`src/design/cpb_pkg.sv`:
```
package cpb_pkg;

  localparam int MAX_LEVELS = 8;
  localparam int DIGIT_W    = 16;
  localparam int ACTOR_W    = 32;
  localparam int LEVEL_W    = 3;
  localparam int CNT_W      = (MAX_LEVELS > 1) ? $clog2(MAX_LEVELS) : 1;

  localparam logic [DIGIT_W-1:0] DIGIT_TOP = 16'hFFFF;

  typedef logic [CNT_W-1:0] lvl_cnt_t;

  typedef struct packed {
    logic               start_req;
    logic               left_present;
    logic [DIGIT_W-1:0] left_digit;
    logic [ACTOR_W-1:0] left_actor;
    logic               right_present;
    logic [DIGIT_W-1:0] right_digit;
    logic [ACTOR_W-1:0] new_actor;
  } in_item_t;

  typedef struct packed {
    logic [DIGIT_W-1:0] out_digit;
    logic [ACTOR_W-1:0] out_actor;
    logic [LEVEL_W-1:0] level;
    logic               is_last;
  } out_item_t;

  // low bits of the level counter, zero extended when the counter is narrow
  function automatic logic [LEVEL_W-1:0] to_level(lvl_cnt_t c);
    logic [CNT_W+LEVEL_W-1:0] w;
    w = {{LEVEL_W{1'b0}}, c};
    return w[LEVEL_W-1:0];
  endfunction

endpackage

```
`src/design/cpb_if.sv`:
```
interface cpb_in_if;
  import cpb_pkg::*;
  logic               valid;
  logic               ready;
  logic               start_req;
  logic               left_present;
  logic [DIGIT_W-1:0] left_digit;
  logic [ACTOR_W-1:0] left_actor;
  logic               right_present;
  logic [DIGIT_W-1:0] right_digit;
  logic [ACTOR_W-1:0] new_actor;

  modport source (output valid, start_req, left_present, left_digit, left_actor,
                  right_present, right_digit, new_actor, input ready);
  modport sink (input valid, start_req, left_present, left_digit, left_actor,
                right_present, right_digit, new_actor, output ready);
endinterface

interface cpb_out_if;
  import cpb_pkg::*;
  logic               valid;
  logic               ready;
  logic [DIGIT_W-1:0] out_digit;
  logic [ACTOR_W-1:0] out_actor;
  logic [LEVEL_W-1:0] level;
  logic               is_last;

  modport source (output valid, out_digit, out_actor, level, is_last, input ready);
  modport sink (input valid, out_digit, out_actor, level, is_last, output ready);
endinterface

```
`src/design/cpb_in_reg.sv`:
```
module cpb_in_reg (
  input  logic              clk,
  input  logic              rst_n,
  input  logic              in_valid,
  output logic              in_ready,
  input  cpb_pkg::in_item_t in_item,
  input  logic              s1_take,
  output logic              s1_valid,
  output cpb_pkg::in_item_t s1_item
);
  import cpb_pkg::*;

  logic     valid_r, valid_nxt;
  in_item_t item_r;

  // refill in the same cycle the held item moves on
  assign in_ready  = !valid_r || s1_take;
  assign valid_nxt = in_ready ? in_valid : valid_r;

  always_ff @(posedge clk) begin
    if (!rst_n) begin
      valid_r <= 1'b0;
    end else begin
      valid_r <= valid_nxt;
    end
  end

  always_ff @(posedge clk) begin
    if (in_ready && in_valid) begin
      item_r <= in_item;
    end
  end

  assign s1_valid = valid_r;
  assign s1_item  = item_r;
endmodule

```
`src/design/cpb_alloc.sv`:
```
module cpb_alloc (
  input  logic               clk,
  input  logic               rst_n,
  input  logic               s1_valid,
  input  cpb_pkg::in_item_t  s1_item,
  input  logic               slot_free,
  output logic               s1_take,
  output logic               res_load,
  output cpb_pkg::out_item_t res_item
);
  import cpb_pkg::*;

  lvl_cnt_t cnt_r, cnt_nxt;
  logic     fin_r, fin_nxt;

  lvl_cnt_t          cnt_eff;
  logic              fin_eff;
  logic              produce;
  logic [DIGIT_W:0]  ld, rd;
  logic [DIGIT_W-1:0] half;
  logic              gap;
  logic              final_lvl;
  logic              last;

  always_comb begin
    cnt_eff   = s1_item.start_req ? '0 : cnt_r;
    fin_eff   = s1_item.start_req ? 1'b0 : fin_r;
    produce   = !fin_eff;
    ld        = {1'b0, s1_item.left_present ? s1_item.left_digit : '0};
    rd        = {1'b0, s1_item.right_present ? s1_item.right_digit : DIGIT_TOP};
    gap       = rd > (ld + 1'b1);
    half      = DIGIT_W'((rd - ld) >> 1);
    final_lvl = (cnt_eff == CNT_W'(MAX_LEVELS - 1));
    last      = gap || final_lvl;

    res_item.level   = to_level(cnt_eff);
    res_item.is_last = last;
    if (gap) begin
      res_item.out_digit = ld[DIGIT_W-1:0] + half;
      res_item.out_actor = s1_item.new_actor;
    end else if (final_lvl) begin
      // saturate at the top digit
      res_item.out_digit = (ld[DIGIT_W-1:0] == DIGIT_TOP) ? DIGIT_TOP
                                                          : ld[DIGIT_W-1:0] + 1'b1;
      res_item.out_actor = s1_item.new_actor;
    end else begin
      res_item.out_digit = ld[DIGIT_W-1:0];
      res_item.out_actor = s1_item.left_present ? s1_item.left_actor : '0;
    end
  end

  // drop idle items at once; hold a producing item until the result slot frees
  assign s1_take  = s1_valid && (!produce || slot_free);
  assign res_load = s1_valid && produce && slot_free;

  always_comb begin
    cnt_nxt = cnt_r;
    fin_nxt = fin_r;
    if (s1_take) begin
      cnt_nxt = cnt_eff;
      fin_nxt = fin_eff;
      if (produce) begin
        if (last) begin
          cnt_nxt = '0;
          fin_nxt = 1'b1;
        end else begin
          cnt_nxt = cnt_eff + 1'b1;
        end
      end
    end
  end

  always_ff @(posedge clk) begin
    if (!rst_n) begin
      cnt_r <= '0;
      fin_r <= 1'b1;
    end else begin
      cnt_r <= cnt_nxt;
      fin_r <= fin_nxt;
    end
  end
endmodule

```
`src/design/crdt_position_between.sv`:
```
// Logoot position allocator: each transfer on in_ch carries one level of a
// left/right position pair, level zero flagged by start_req, and yields one
// component of a new position sorting between them on out_ch; idle levels
// (no pair in progress and no start_req) produce nothing. One level is taken
// every cycle while out_ch is not stalled; a level passes the input register and
// then the result register, with the gap compare, halving add and saturating
// increment between them. A stalled result holds in the result register and
// the next producing level holds in the input register; in_ch.ready then
// follows out_ch.ready in the same cycle, so a further level enters only as
// the waiting result leaves.
module crdt_position_between (
  input  logic      clk,
  input  logic      rst_n,
  cpb_in_if.sink    in_ch,
  cpb_out_if.source out_ch
);
  import cpb_pkg::*;

  in_item_t  in_item, s1_item;
  out_item_t res_item, out_r;
  logic      s1_valid, s1_take, res_load, slot_free;
  logic      out_valid_r, out_valid_nxt;

  assign in_item.start_req     = in_ch.start_req;
  assign in_item.left_present  = in_ch.left_present;
  assign in_item.left_digit    = in_ch.left_digit;
  assign in_item.left_actor    = in_ch.left_actor;
  assign in_item.right_present = in_ch.right_present;
  assign in_item.right_digit   = in_ch.right_digit;
  assign in_item.new_actor     = in_ch.new_actor;

  cpb_in_reg u_in_reg (
    .clk      (clk),
    .rst_n    (rst_n),
    .in_valid (in_ch.valid),
    .in_ready (in_ch.ready),
    .in_item  (in_item),
    .s1_take  (s1_take),
    .s1_valid (s1_valid),
    .s1_item  (s1_item)
  );

  cpb_alloc u_alloc (
    .clk       (clk),
    .rst_n     (rst_n),
    .s1_valid  (s1_valid),
    .s1_item   (s1_item),
    .slot_free (slot_free),
    .s1_take   (s1_take),
    .res_load  (res_load),
    .res_item  (res_item)
  );

  assign slot_free     = !out_valid_r || out_ch.ready;
  assign out_valid_nxt = slot_free ? res_load : out_valid_r;

  always_ff @(posedge clk) begin
    if (!rst_n) begin
      out_valid_r <= 1'b0;
    end else begin
      out_valid_r <= out_valid_nxt;
    end
  end

  always_ff @(posedge clk) begin
    if (res_load) begin
      out_r <= res_item;
    end
  end

  assign out_ch.valid     = out_valid_r;
  assign out_ch.out_digit = out_r.out_digit;
  assign out_ch.out_actor = out_r.out_actor;
  assign out_ch.level     = out_r.level;
  assign out_ch.is_last   = out_r.is_last;
endmodule

```
`src/flat_wrapper.sv`:
```
// flat-port wrapper written by rule: the top's interface ports become plain ports
module crdt_position_between_flat import cpb_pkg::*;
  (clk, rst_n, in_ch_valid, in_ch_start_req, in_ch_left_present, in_ch_left_digit, in_ch_left_actor, in_ch_right_present, in_ch_right_digit, in_ch_new_actor, in_ch_ready, out_ch_valid, out_ch_out_digit, out_ch_out_actor, out_ch_level, out_ch_is_last, out_ch_ready);
  cpb_in_if in_ch_i ();
  cpb_out_if out_ch_i ();
  input  logic clk;
  input  logic rst_n;
  input wire logic [$bits(in_ch_i.valid)-1:0] in_ch_valid;
  input wire logic [$bits(in_ch_i.start_req)-1:0] in_ch_start_req;
  input wire logic [$bits(in_ch_i.left_present)-1:0] in_ch_left_present;
  input wire logic [$bits(in_ch_i.left_digit)-1:0] in_ch_left_digit;
  input wire logic [$bits(in_ch_i.left_actor)-1:0] in_ch_left_actor;
  input wire logic [$bits(in_ch_i.right_present)-1:0] in_ch_right_present;
  input wire logic [$bits(in_ch_i.right_digit)-1:0] in_ch_right_digit;
  input wire logic [$bits(in_ch_i.new_actor)-1:0] in_ch_new_actor;
  output wire logic [$bits(in_ch_i.ready)-1:0] in_ch_ready;
  output wire logic [$bits(out_ch_i.valid)-1:0] out_ch_valid;
  output wire logic [$bits(out_ch_i.out_digit)-1:0] out_ch_out_digit;
  output wire logic [$bits(out_ch_i.out_actor)-1:0] out_ch_out_actor;
  output wire logic [$bits(out_ch_i.level)-1:0] out_ch_level;
  output wire logic [$bits(out_ch_i.is_last)-1:0] out_ch_is_last;
  input wire logic [$bits(out_ch_i.ready)-1:0] out_ch_ready;
  assign in_ch_i.valid = in_ch_valid;
  assign in_ch_i.start_req = in_ch_start_req;
  assign in_ch_i.left_present = in_ch_left_present;
  assign in_ch_i.left_digit = in_ch_left_digit;
  assign in_ch_i.left_actor = in_ch_left_actor;
  assign in_ch_i.right_present = in_ch_right_present;
  assign in_ch_i.right_digit = in_ch_right_digit;
  assign in_ch_i.new_actor = in_ch_new_actor;
  assign in_ch_ready = in_ch_i.ready;
  assign out_ch_valid = out_ch_i.valid;
  assign out_ch_out_digit = out_ch_i.out_digit;
  assign out_ch_out_actor = out_ch_i.out_actor;
  assign out_ch_level = out_ch_i.level;
  assign out_ch_is_last = out_ch_i.is_last;
  assign out_ch_i.ready = out_ch_ready;
  crdt_position_between u_core (.clk(clk), .rst_n(rst_n), .in_ch(in_ch_i), .out_ch(out_ch_i));
endmodule
```
`config.mk`:
```
export PLATFORM = sky130hd
export DESIGN_NAME = crdt_position_between_flat
export DESIGN_NICKNAME = d
export VERILOG_FILES = /design/src/design/cpb_pkg.sv /design/src/design/cpb_if.sv /design/src/design/cpb_in_reg.sv /design/src/design/cpb_alloc.sv /design/src/design/crdt_position_between.sv /design/src/flat_wrapper.sv
export SDC_FILE = /design/constraint.sdc
export NUM_CORES = 1
export LEC_CHECK = 0
export BUFFER_PORTS_ARGS = -buffer_cell sky130_fd_sc_hd__buf_2
export CAP_MARGIN = 20
export CORE_ASPECT_RATIO = 0.6
export CORE_UTILIZATION = 30
export CTS_BUF_LIST = sky130_fd_sc_hd__clkbuf_2 sky130_fd_sc_hd__clkbuf_4 sky130_fd_sc_hd__clkbuf_8
export CTS_CLUSTER_SIZE = 20
export DETAILED_ROUTE_END_ITERATION = 10
export MAX_ROUTING_LAYER = met4
export PLACE_DENSITY = 0.44
export SETUP_SLACK_MARGIN = 0.3
export SLEW_MARGIN = 20
export SYNTH_ARGS = -nofsm -noshare
export SYNTH_HDL_FRONTEND = slang
export SYNTH_SLANG_ARGS = --single-unit
export TNS_END_PERCENT = 20
```
`constraint.sdc`:
```
create_clock -name clk -period 7.7 [get_ports clk]
set_clock_uncertainty 0.15 [all_clocks]
set_input_delay 1.54 -clock clk [delete_from_list [all_inputs] [get_ports clk]]
set_output_delay 1.54 -clock clk [all_outputs]
set_load 0.005 [all_outputs]
```
## Yosys cells after proc, flatten, opt, wreduce, memory -nomap -nowiden

Cells that the tools add are included.

- Bits in registers: 157
- Bits of input ports: 103
- Output and inout bits: 54
- Logic and storage cells: 46

- Add/subtract/negate cells: 5
- Magnitude comparators: 1
- Equality and inequality tests: 2
- Muxes and demuxes: 12
- Reduce and logical (&&, ||, !) cells: 11

Operators by type and width:

| cell | number |
|---|---|
| 48-bit 2-to-1 mux | 2 |
| 16-bit 2-to-1 mux | 3 |
| 32-bit 2-to-1 mux | 1 |
| 16-bit by 1-bit adder with 17-bit output, second input constant | 1 |
| 16-bit by 17-bit greater-than comparator with 1-bit output | 1 |
| 16-bit by 16-bit subtractor with 17-bit output | 1 |
| 16-bit by 1-bit adder with 16-bit output, second input constant | 1 |
| 16-bit adder | 1 |
| 16-bit == test, second input constant | 1 |
| 3-bit 2-to-1 mux | 3 |
| 1-bit logical AND | 4 |
| 1-bit logical OR | 4 |
| 3-bit by 1-bit adder with 3-bit output, second input constant | 1 |
| 3-bit == test, second input constant | 1 |
| 1-bit logical NOT | 3 |
| 1-bit 2-to-1 mux | 3 |

## Depth between registers and ports, before layout

Gate-level depths: netlist (run 1).

- Depth in word-level cells: 6
- Mapped depth: 23
- Gate-level depth less buffers: 20

## Modules after synthesis

From an unflattened synthesis (run 1), not the netlist that was laid out.

- Cell total of the unflattened synthesis: 705
- Area total of the unflattened synthesis: 8151.6 sq um

Modules (own cells, without submodules):

| module | instances | cells each | area each (sq um) | sequential area each (sq um) |
|---|---|---|---|---|
| cpb_alloc | 1 | 545 | 3510.9 | 80.1 |
| cpb_in_reg | 1 | 104 | 3030.4 | 2992.9 |
| crdt_position_between | 1 | 56 | 1610.3 | 1581.5 |

## Worst setup path after synthesis (run 1)

Ideal clock, no wire load.

- Path type: input port to flip-flop
- Start: input port out_ch_ready
- End: register u_core.u_in_reg.item_r (netlist bit u_core.u_in_reg.s1_item[0]), enable pin
- Setup time: 569 ps
- Arrival time: 6189 ps
- Required time: 6981 ps
- Slack: 792 ps
- Stages: 3
- Path buffers: 0
- Path through: nand2b_1 > nor2_1 > nor2b_1

- Word-level cells in the longest chain between the ends: 5

RTL lines:

| what | RTL line | source |
|---|---|---|
| start: declaration | flat_wrapper.sv:22 | `input wire logic [$bits(out_ch_i.ready)-1:0] out_ch_ready;` |
| 1-bit logical OR | crdt_position_between.sv:54 | `assign slot_free = !out_valid_r \|\| out_ch.ready;` |
| 1-bit logical OR | cpb_alloc.sv:53 | `assign s1_take = s1_valid && (!produce \|\| slot_free);` |
| 1-bit logical AND | cpb_alloc.sv:53 |  |
| 1-bit logical OR | cpb_in_reg.sv:17 | `assign in_ready = !valid_r \|\| s1_take;` |
| 1-bit logical AND | cpb_in_reg.sv:29 | `if (in_ready && in_valid) begin` |
| end signal: assignment | cpb_in_reg.sv:30 | `item_r <= in_item;` |
| end: declaration | cpb_in_reg.sv:14 | `in_item_t item_r;` |

Every way passes these cells.
A chain may end at the register's enable or synchronous reset.

==> results of run 1 <==
==> logic make-up (layout without fill, tap and decap cells) <==
family	after synthesis	after routing
XOR/XNOR	43	43
multiplexers	4	4
AO/OA/AOI/OAI	160	160
flip-flops	157	157
other	0	9
adder cells (fa/ha/maj)	50	50
AND/OR/NAND/NOR	244	244
buffers and inverters	55	220
==> worst paths after layout <==
| check | start | to | slack (ns) | cells past startpoint |
|---|---|---|---|---|
| worst min register to register | u_core.u_alloc.fin_r | u_core.u_alloc.fin_r | 0.35 | 2 |
| worst max register to register | u_core.u_in_reg.s1_item[97] | u_core.out_ch.out_digit[15] | 2.22 | 20 |
| worst max-delay path | u_core.u_in_reg.s1_item[97] | u_core.out_ch.out_digit[15] | 2.22 | 20 |
| worst min-delay path | u_core.u_alloc.fin_r | u_core.u_alloc.fin_r | 0.35 | 2 |
==> critical path, cell delays in order, from the launching register on <==
cell	delay (ns)
edfxtp_1	0.35
buf_4	0.58
nand2_1	0.29
ha_1	0.42
and3b_1	0.22
nor2_1	0.29
a21oi_1	0.08
o221a_1	0.28
o21a_1	0.23
o21ba_2	0.21
o21ai_0	0.20
a21oi_1	0.12
nor2_1	0.13
xnor2_1	0.13
ha_1	0.31
and2_1	0.20
or2_2	0.27
a21oi_1	0.14
a21boi_0	0.11
or4_1	0.41
a31oi_1	0.17
==> final cells by class <==
type                            count  area, sq um  area share
Timing Repair Buffer              163          837      0.0845
Tap cell                          360          450      0.0455
Multi-Input combinational cell    501         3380       0.341
Inverter                           25         93.8     0.00947
Antenna cell                        9         22.5     0.00227
Clock buffer                       18          241      0.0244
Clock inverter                     14          224      0.0226
Sequential cell                   157         4650       0.470
==> synth_stat cells (6+ instances only) <==
master,instances,area share
a31oi_1,6,0.0046
edfxtp_1,151,0.55
ha_1,44,0.067
clkbuf_1,25,0.011
and3_1,6,0.0046
nand2_1,116,0.053
nor2_1,28,0.013
nand2b_1,15,0.011
nand3_1,15,0.0091
o211ai_1,9,0.0082
o21ai_0,54,0.033
nand4_1,7,0.0053
nor3_1,10,0.0061
xor2_1,8,0.0085
and2_1,13,0.0099
dfxtp_1,6,0.015
a21oi_1,18,0.011
xnor2_1,30,0.032
a21o_1,18,0.016
inv_1,24,0.011
nor2b_1,8,0.0061
==> layer usage <==
| metal | vias up | share of wire |
|---|---|---|
| met5 | - | 0 |
| met4 | 0 | 0.010 |
| met3 | 17 | 0.081 |
| met2 | 177 | 0.37 |
| met1 | 2734 | 0.54 |
| li1 | 2940 | - |
==> registers in the layout, summed over array words and instances, names as in the netlist <==
name / flops
u_core.out_ch.is_last: 1
u_core.out_ch.level: 3
u_core.out_ch.out_actor: 32
u_core.out_ch.out_digit: 16
u_core.out_ch.valid: 1
u_core.u_alloc.cnt_r: 3
u_core.u_alloc.fin_r: 1
u_core.u_in_reg.s1_item: 99
u_core.u_in_reg.s1_valid: 1
==> report_power, final <==
part | switching (mW) | internal, mW
Combinational | 0.237 | 0.169
Clock | 0.369 | 0.372
Sequential | 0.0191 | 0.999
==> cell usage in the layout (no fill, tap or decap), types with 5 or more instances in the layout <==
| cell | synthesis | final |
|---|---|---|
| a21o_1 | 18 | 18 |
| a21oi_1 | 18 | 18 |
| a31oi_1 | 6 | 6 |
| and2_1 | 13 | 13 |
| and3_1 | 6 | 6 |
| buf_2 | 3 | 156 |
| buf_4 | 1 | 6 |
| clkbuf_8 | 0 | 17 |
| dfxtp_1 | 6 | 6 |
| diode_2 | 0 | 9 |
| edfxtp_1 | 151 | 151 |
| ha_1 | 44 | 44 |
| inv_1 | 24 | 24 |
| nand2_1 | 116 | 116 |
| nand2b_1 | 15 | 15 |
| nand3_1 | 15 | 15 |
| nand4_1 | 7 | 7 |
| nor2_1 | 28 | 28 |
| nor2b_1 | 8 | 6 |
| nor3_1 | 10 | 10 |
| o211ai_1 | 9 | 9 |
| o21a_1 | 5 | 5 |
| o21ai_0 | 54 | 54 |
| o31ai_1 | 5 | 5 |
| or2b_1 | 5 | 5 |
| xnor2_1 | 30 | 30 |
| xor2_1 | 8 | 8 |
==> stage by stage <==
stage                     setup WS (ns)  instance area, sq um  utilization
after floorplan                   0.792                  8230            -
after global placement             2.31                  9410        0.352
after detailed placement           2.26                  9410        0.352
after CTS                          2.21                  9870        0.370
after global routing               1.78                  9900        0.371
final                              2.22                  9900        0.371
==> results.md, run 1 <==
- Initial antenna violation count: 8
- # resized after CTS: 0
- Vias in the first global route: 5497
- Status: complete, no violations
- Routability cong.: 0.917
- Die height: 130 microns
- DRT iter0 DRCs: 457
- I/O pins: 157
- Post-synthesis cell area: 8230 sq um
- Final hold slack: 0.355 ns
- PwrDens: 219 nW/um^2
- Library cells used by synthesis: 77
- Clock sink count: 157
- First-pass detailed-route iteration total: 4
- Total Nets Final: 1013
- GRT Util Overall: 0.164
- Req. time, crit path: 7.88 ns
- Lkg Pwr: 3.87 nW
- Fillers: 2695
- Final Routed Wirelength: 22000 microns
- Gr busiest metal: met1
- Final Hold Fails: 0
- Ratio of cells with drive above 1 in the final layout: 0.251
- Actual slew at the worst max-slew pin: 0.892 ns
- Unrepaired setup endpoints after global routing: no
- Global-route wire length before repair: 32900 microns
- Die width: 216 microns
- Setup crit end kind: flip-flop
- Pwr Total: 2.17 mW
- CP Max Fanout: 63
- Finish-stage setup viols: 0
- Fmax: 182 MHz
- Count of max-cap constraint violations: 0
- Non-filler instance count after layout: 1247
- Post-synth ARST share: 0
- Met3 usage: 0.0594
- Initial Util: 0.308
- Clk root buf: clkbuf_8
- Num rows: 46
- Primary FF master, synth: edfxtp_1
- Slew margin rel.: 0.405
- Residual DRC count: 0
- GR Util met1: 0.245
- Compound-Gate Fraction of Synth Area: 0.131
- Fin crit period: 5.48 ns
- # placed instances: 1205
- CTS tree: built
- Largest net degree at the start of global routing: 70
- Post-synth EDFFs: 151
- Max Root-Sink Buffers: 2
- Post-synthesis sequential area ratio: 0.566
- #FFs+latches synth: 157
- Vias: 5868
- Avg Cell Area, Syn: 11.5 sq um
- Adder-cell share of the synthesized area: 0.0759
- Final TNS setup: 0 ns
- Post-synthesis xor/xnor area fraction: 0.0518
- Period utilization: 0.712
- CTS Buf Count: 17
- Mux contribution to synthesized area: 0.00502
- Largest family of logic cells by synthesized area: simple AND/OR/NAND/NOR gates
- Die Area: 28100 sq um
- Synth warn: 0
- Max VDD drop: 148 uV
- Clock Latency Late Sink: 0.48 ns
- Post-CTS Setup Inserts: 0
- Hold Crit Class: reg2reg
- Worst-path clk slew: 0.10 ns
- Buffers on Ports: 156
- WL/cell: 17.7 microns
- Critical path class: reg2reg
- Area Overhead vs Synth: 20.3%
- Crit path arrival time: 5.66 ns
- Final Max Tran Viols: 0
- DPL Wire Length: 16100 microns
- Vias per cell: 4.71
- Cells after Synth: 713
- Synth Area in Simple Gates: 0.143
- CP Launch Type: flip-flop
- Hold buffers post-CTS: 0
- Max H-tree Level: 4
- Remaining Overflow, GRT: 0
- Core Footprint: 26700 sq um
- GRT met2 Usage: 0.200
- Post-DRT Antenna Nets: 0
- Post-Syn Nets: 861
Note: power is estimated with default switching activity, not from simulation.
==> run 2: changes to the inputs <==
Clock period 7.7 ns to 5.2 ns, I/O delays scaled along.
==> run 2 against run 1 <==
Effect of this change: cell count is 1.6% higher; non-clock buffer count is 21 higher; flip-flop and latch count stayed put; largest cell class unchanged; highest routed layer unchanged.
==> results.md, run 2 (same netlist as run 1, synthesis figures left out) <==
- Largest register FFs: 99
- Clock sink count: 157
- Ratio of cells with drive above 1 in the final layout: 0.271
- Slew margin rel.: 0.305
- Max H-tree Level: 4
- Worst-path clk slew: 0.09 ns
- Finish-stage setup viols: 0
- Setup crit end kind: flip-flop
- Hold Crit Class: reg2reg
- # placed instances: 1226
- Unrepaired setup endpoints after global routing: yes
- Vias in the first global route: 5507
- Max VDD drop: 271 uV
- DRT iter0 DRCs: 318
- Area Overhead vs Synth: 22.0%
- Final Max Tran Viols: 0
- DPL Wire Length: 16200 microns
- CP Max Fanout: 7
- I/O pins: 157
- Count of max-cap constraint violations: 0
- Total Nets Final: 1034
- Switching Fraction: 0.294
- Clk pwr share: 0.297
- First-pass detailed-route iteration total: 4
- Lkg Pwr: 3.94 nW
- Initial antenna violation count: 7
- Status: complete, no violations
- Non-filler instance count after layout: 1267
- Req. time, crit path: 5.33 ns
- Combinational share of power: 0.208
- Final Routed Wirelength: 21500 microns
- Num rows: 46
- CP Launch Type: flip-flop
- WL/cell: 17.0 microns
- Critical path class: reg2reg
- Die height: 130 microns
- Max Root-Sink Buffers: 2
- Buffers on Ports: 156
- Final TNS setup: 0 ns
- Fmax: 214 MHz
- Fin crit period: 4.67 ns
- Global-route wire length before repair: 32500 microns
- Vias: 5911
- Hold buffers post-CTS: 0
- Routability cong.: 0.864
- CTS tree: built
- Largest stage delay on the critical path: 0.47 ns
- Clk root buf: clkbuf_8
- Commonest cells after routing, fill and taps aside: 156 x buf_2, 151 x edfxtp_1, 115 x nand2_1
- Remaining Overflow, GRT: 0
- Period utilization: 0.899
- Initial Util: 0.308
- CP Cell Sequence: nor2b_2 > ha_1 > inv_1 > fa_1 > a21o_1 > maj3_2 > a31oi_4 > o21a_2 > o311ai_0 > xor2_1 > ha_1 > and3_1 > and3_1 > a32o_1 > o31a_1 > o31ai_1
- Final Hold Fails: 0
- Pwr Total: 3.04 mW
- Residual DRC count: 0
- PwrDens: 303 nW/um^2
- Clock Latency Late Sink: 0.48 ns
- GRT Util Overall: 0.162
- Critical path's slowest cell: edfxtp_1
- Seq pwr share: 0.495
- Post-DRT Antenna Nets: 0
- Vias per cell: 4.67
- Commonest non-fill, non-tap cell in the layout: buf_2
- Crit path arrival time: 4.81 ns
- Core Footprint: 26700 sq um
- Die Area: 28100 sq um
- Largest net degree at the start of global routing: 70
- CTS Buf Count: 17
- Actual slew at the worst max-slew pin: 1.04 ns
- Int Pwr: 2.14 mW
- Die width: 216 microns
- Sw Pwr: 0.892 mW
==> run 2: per-stage QoR <==
stage / hold slack (ns) / setup WS [ns] / utilization / cell area [sq um]
after floorplan: 0.308 / 0.0879 / - / 8230
after global placement: 0.336 / 0.503 / 0.359 / 9600
after detailed placement: 0.348 / 0.447 / 0.359 / 9600
after CTS: 0.361 / 0.408 / 0.374 / 9980
after global routing: 0.399 / 0.281 / 0.376 / 10000
final: 0.353 / 0.526 / 0.376 / 10000
==> run 2: cell type report <==
class	instances	area [sq um]
inverter	25	93.8
fill	2697	16700
tap	360	450
clock buffer	18	241
antenna	8	20.0
clock inverter	14	138
multi-input combinational	501	3410
sequential	157	4650
timing repair buffer	184	1030
==> run 2: routing by layer <==
metal / up-vias / track usage / part of all wire / routed length (microns)
met1: 2761 / 0.234 / 0.53 / 11500
met4: 0 / 0.0463 / 0.0098 / 210
met3: 13 / 0.0646 / 0.087 / 1860
li1: 2984 / - / - / -
met2: 153 / 0.199 / 0.37 / 8000
met5: - / - / 0 / 0
==> run 2: what timing repair did <==
| item | 4_1_cts | 5_1_grt |
|---|---|---|
| setup buffers | 0 | 1 |
| gates resized for setup | 0 | 7 |
| endpoints found under the hold margin | 0 | 0 |
| setup endpoints to repair | 0 | 4 |
==> run 2: path summary, 6_finish.rpt <==
check / startpoint / endpoint / slack [ns] / cells past startpoint
hold reg to reg: u_core.u_alloc.fin_r / u_core.u_alloc.fin_r / 0.35 / 2
setup / recovery: u_core.u_in_reg.s1_item[48] / u_core.out_ch.out_digit[14] / 0.53 / 16
hold / removal: u_core.u_alloc.fin_r / u_core.u_alloc.fin_r / 0.35 / 2
setup reg to reg: u_core.u_in_reg.s1_item[48] / u_core.out_ch.out_digit[14] / 0.53 / 16
==> run 2: critical path: cells and delay by family, from the launching register on <==
kind / cells / cell delay, ns
and+or+nand+nor: 3 / 0.65
DFF: 1 / 0.47
buffers and inverters: 1 / 0.05
adders and majority gates: 4 / 1.35
AOI/OAI and AO/OA: 7 / 1.60
xor gates and xnor gates: 1 / 0.19
==> run 2: power groups by stage <==
stage / Sequential [mW] / Combinational (mW) / Clock [mW]
after floorplan: 1.53 / 0.413 / 0
after global placement: 1.53 / 0.628 / 0
after detailed placement: 1.53 / 0.622 / 0
after CTS: 1.50 / 0.624 / 0.942
after global routing: 1.51 / 0.701 / 0.985
final: 1.50 / 0.632 / 0.902
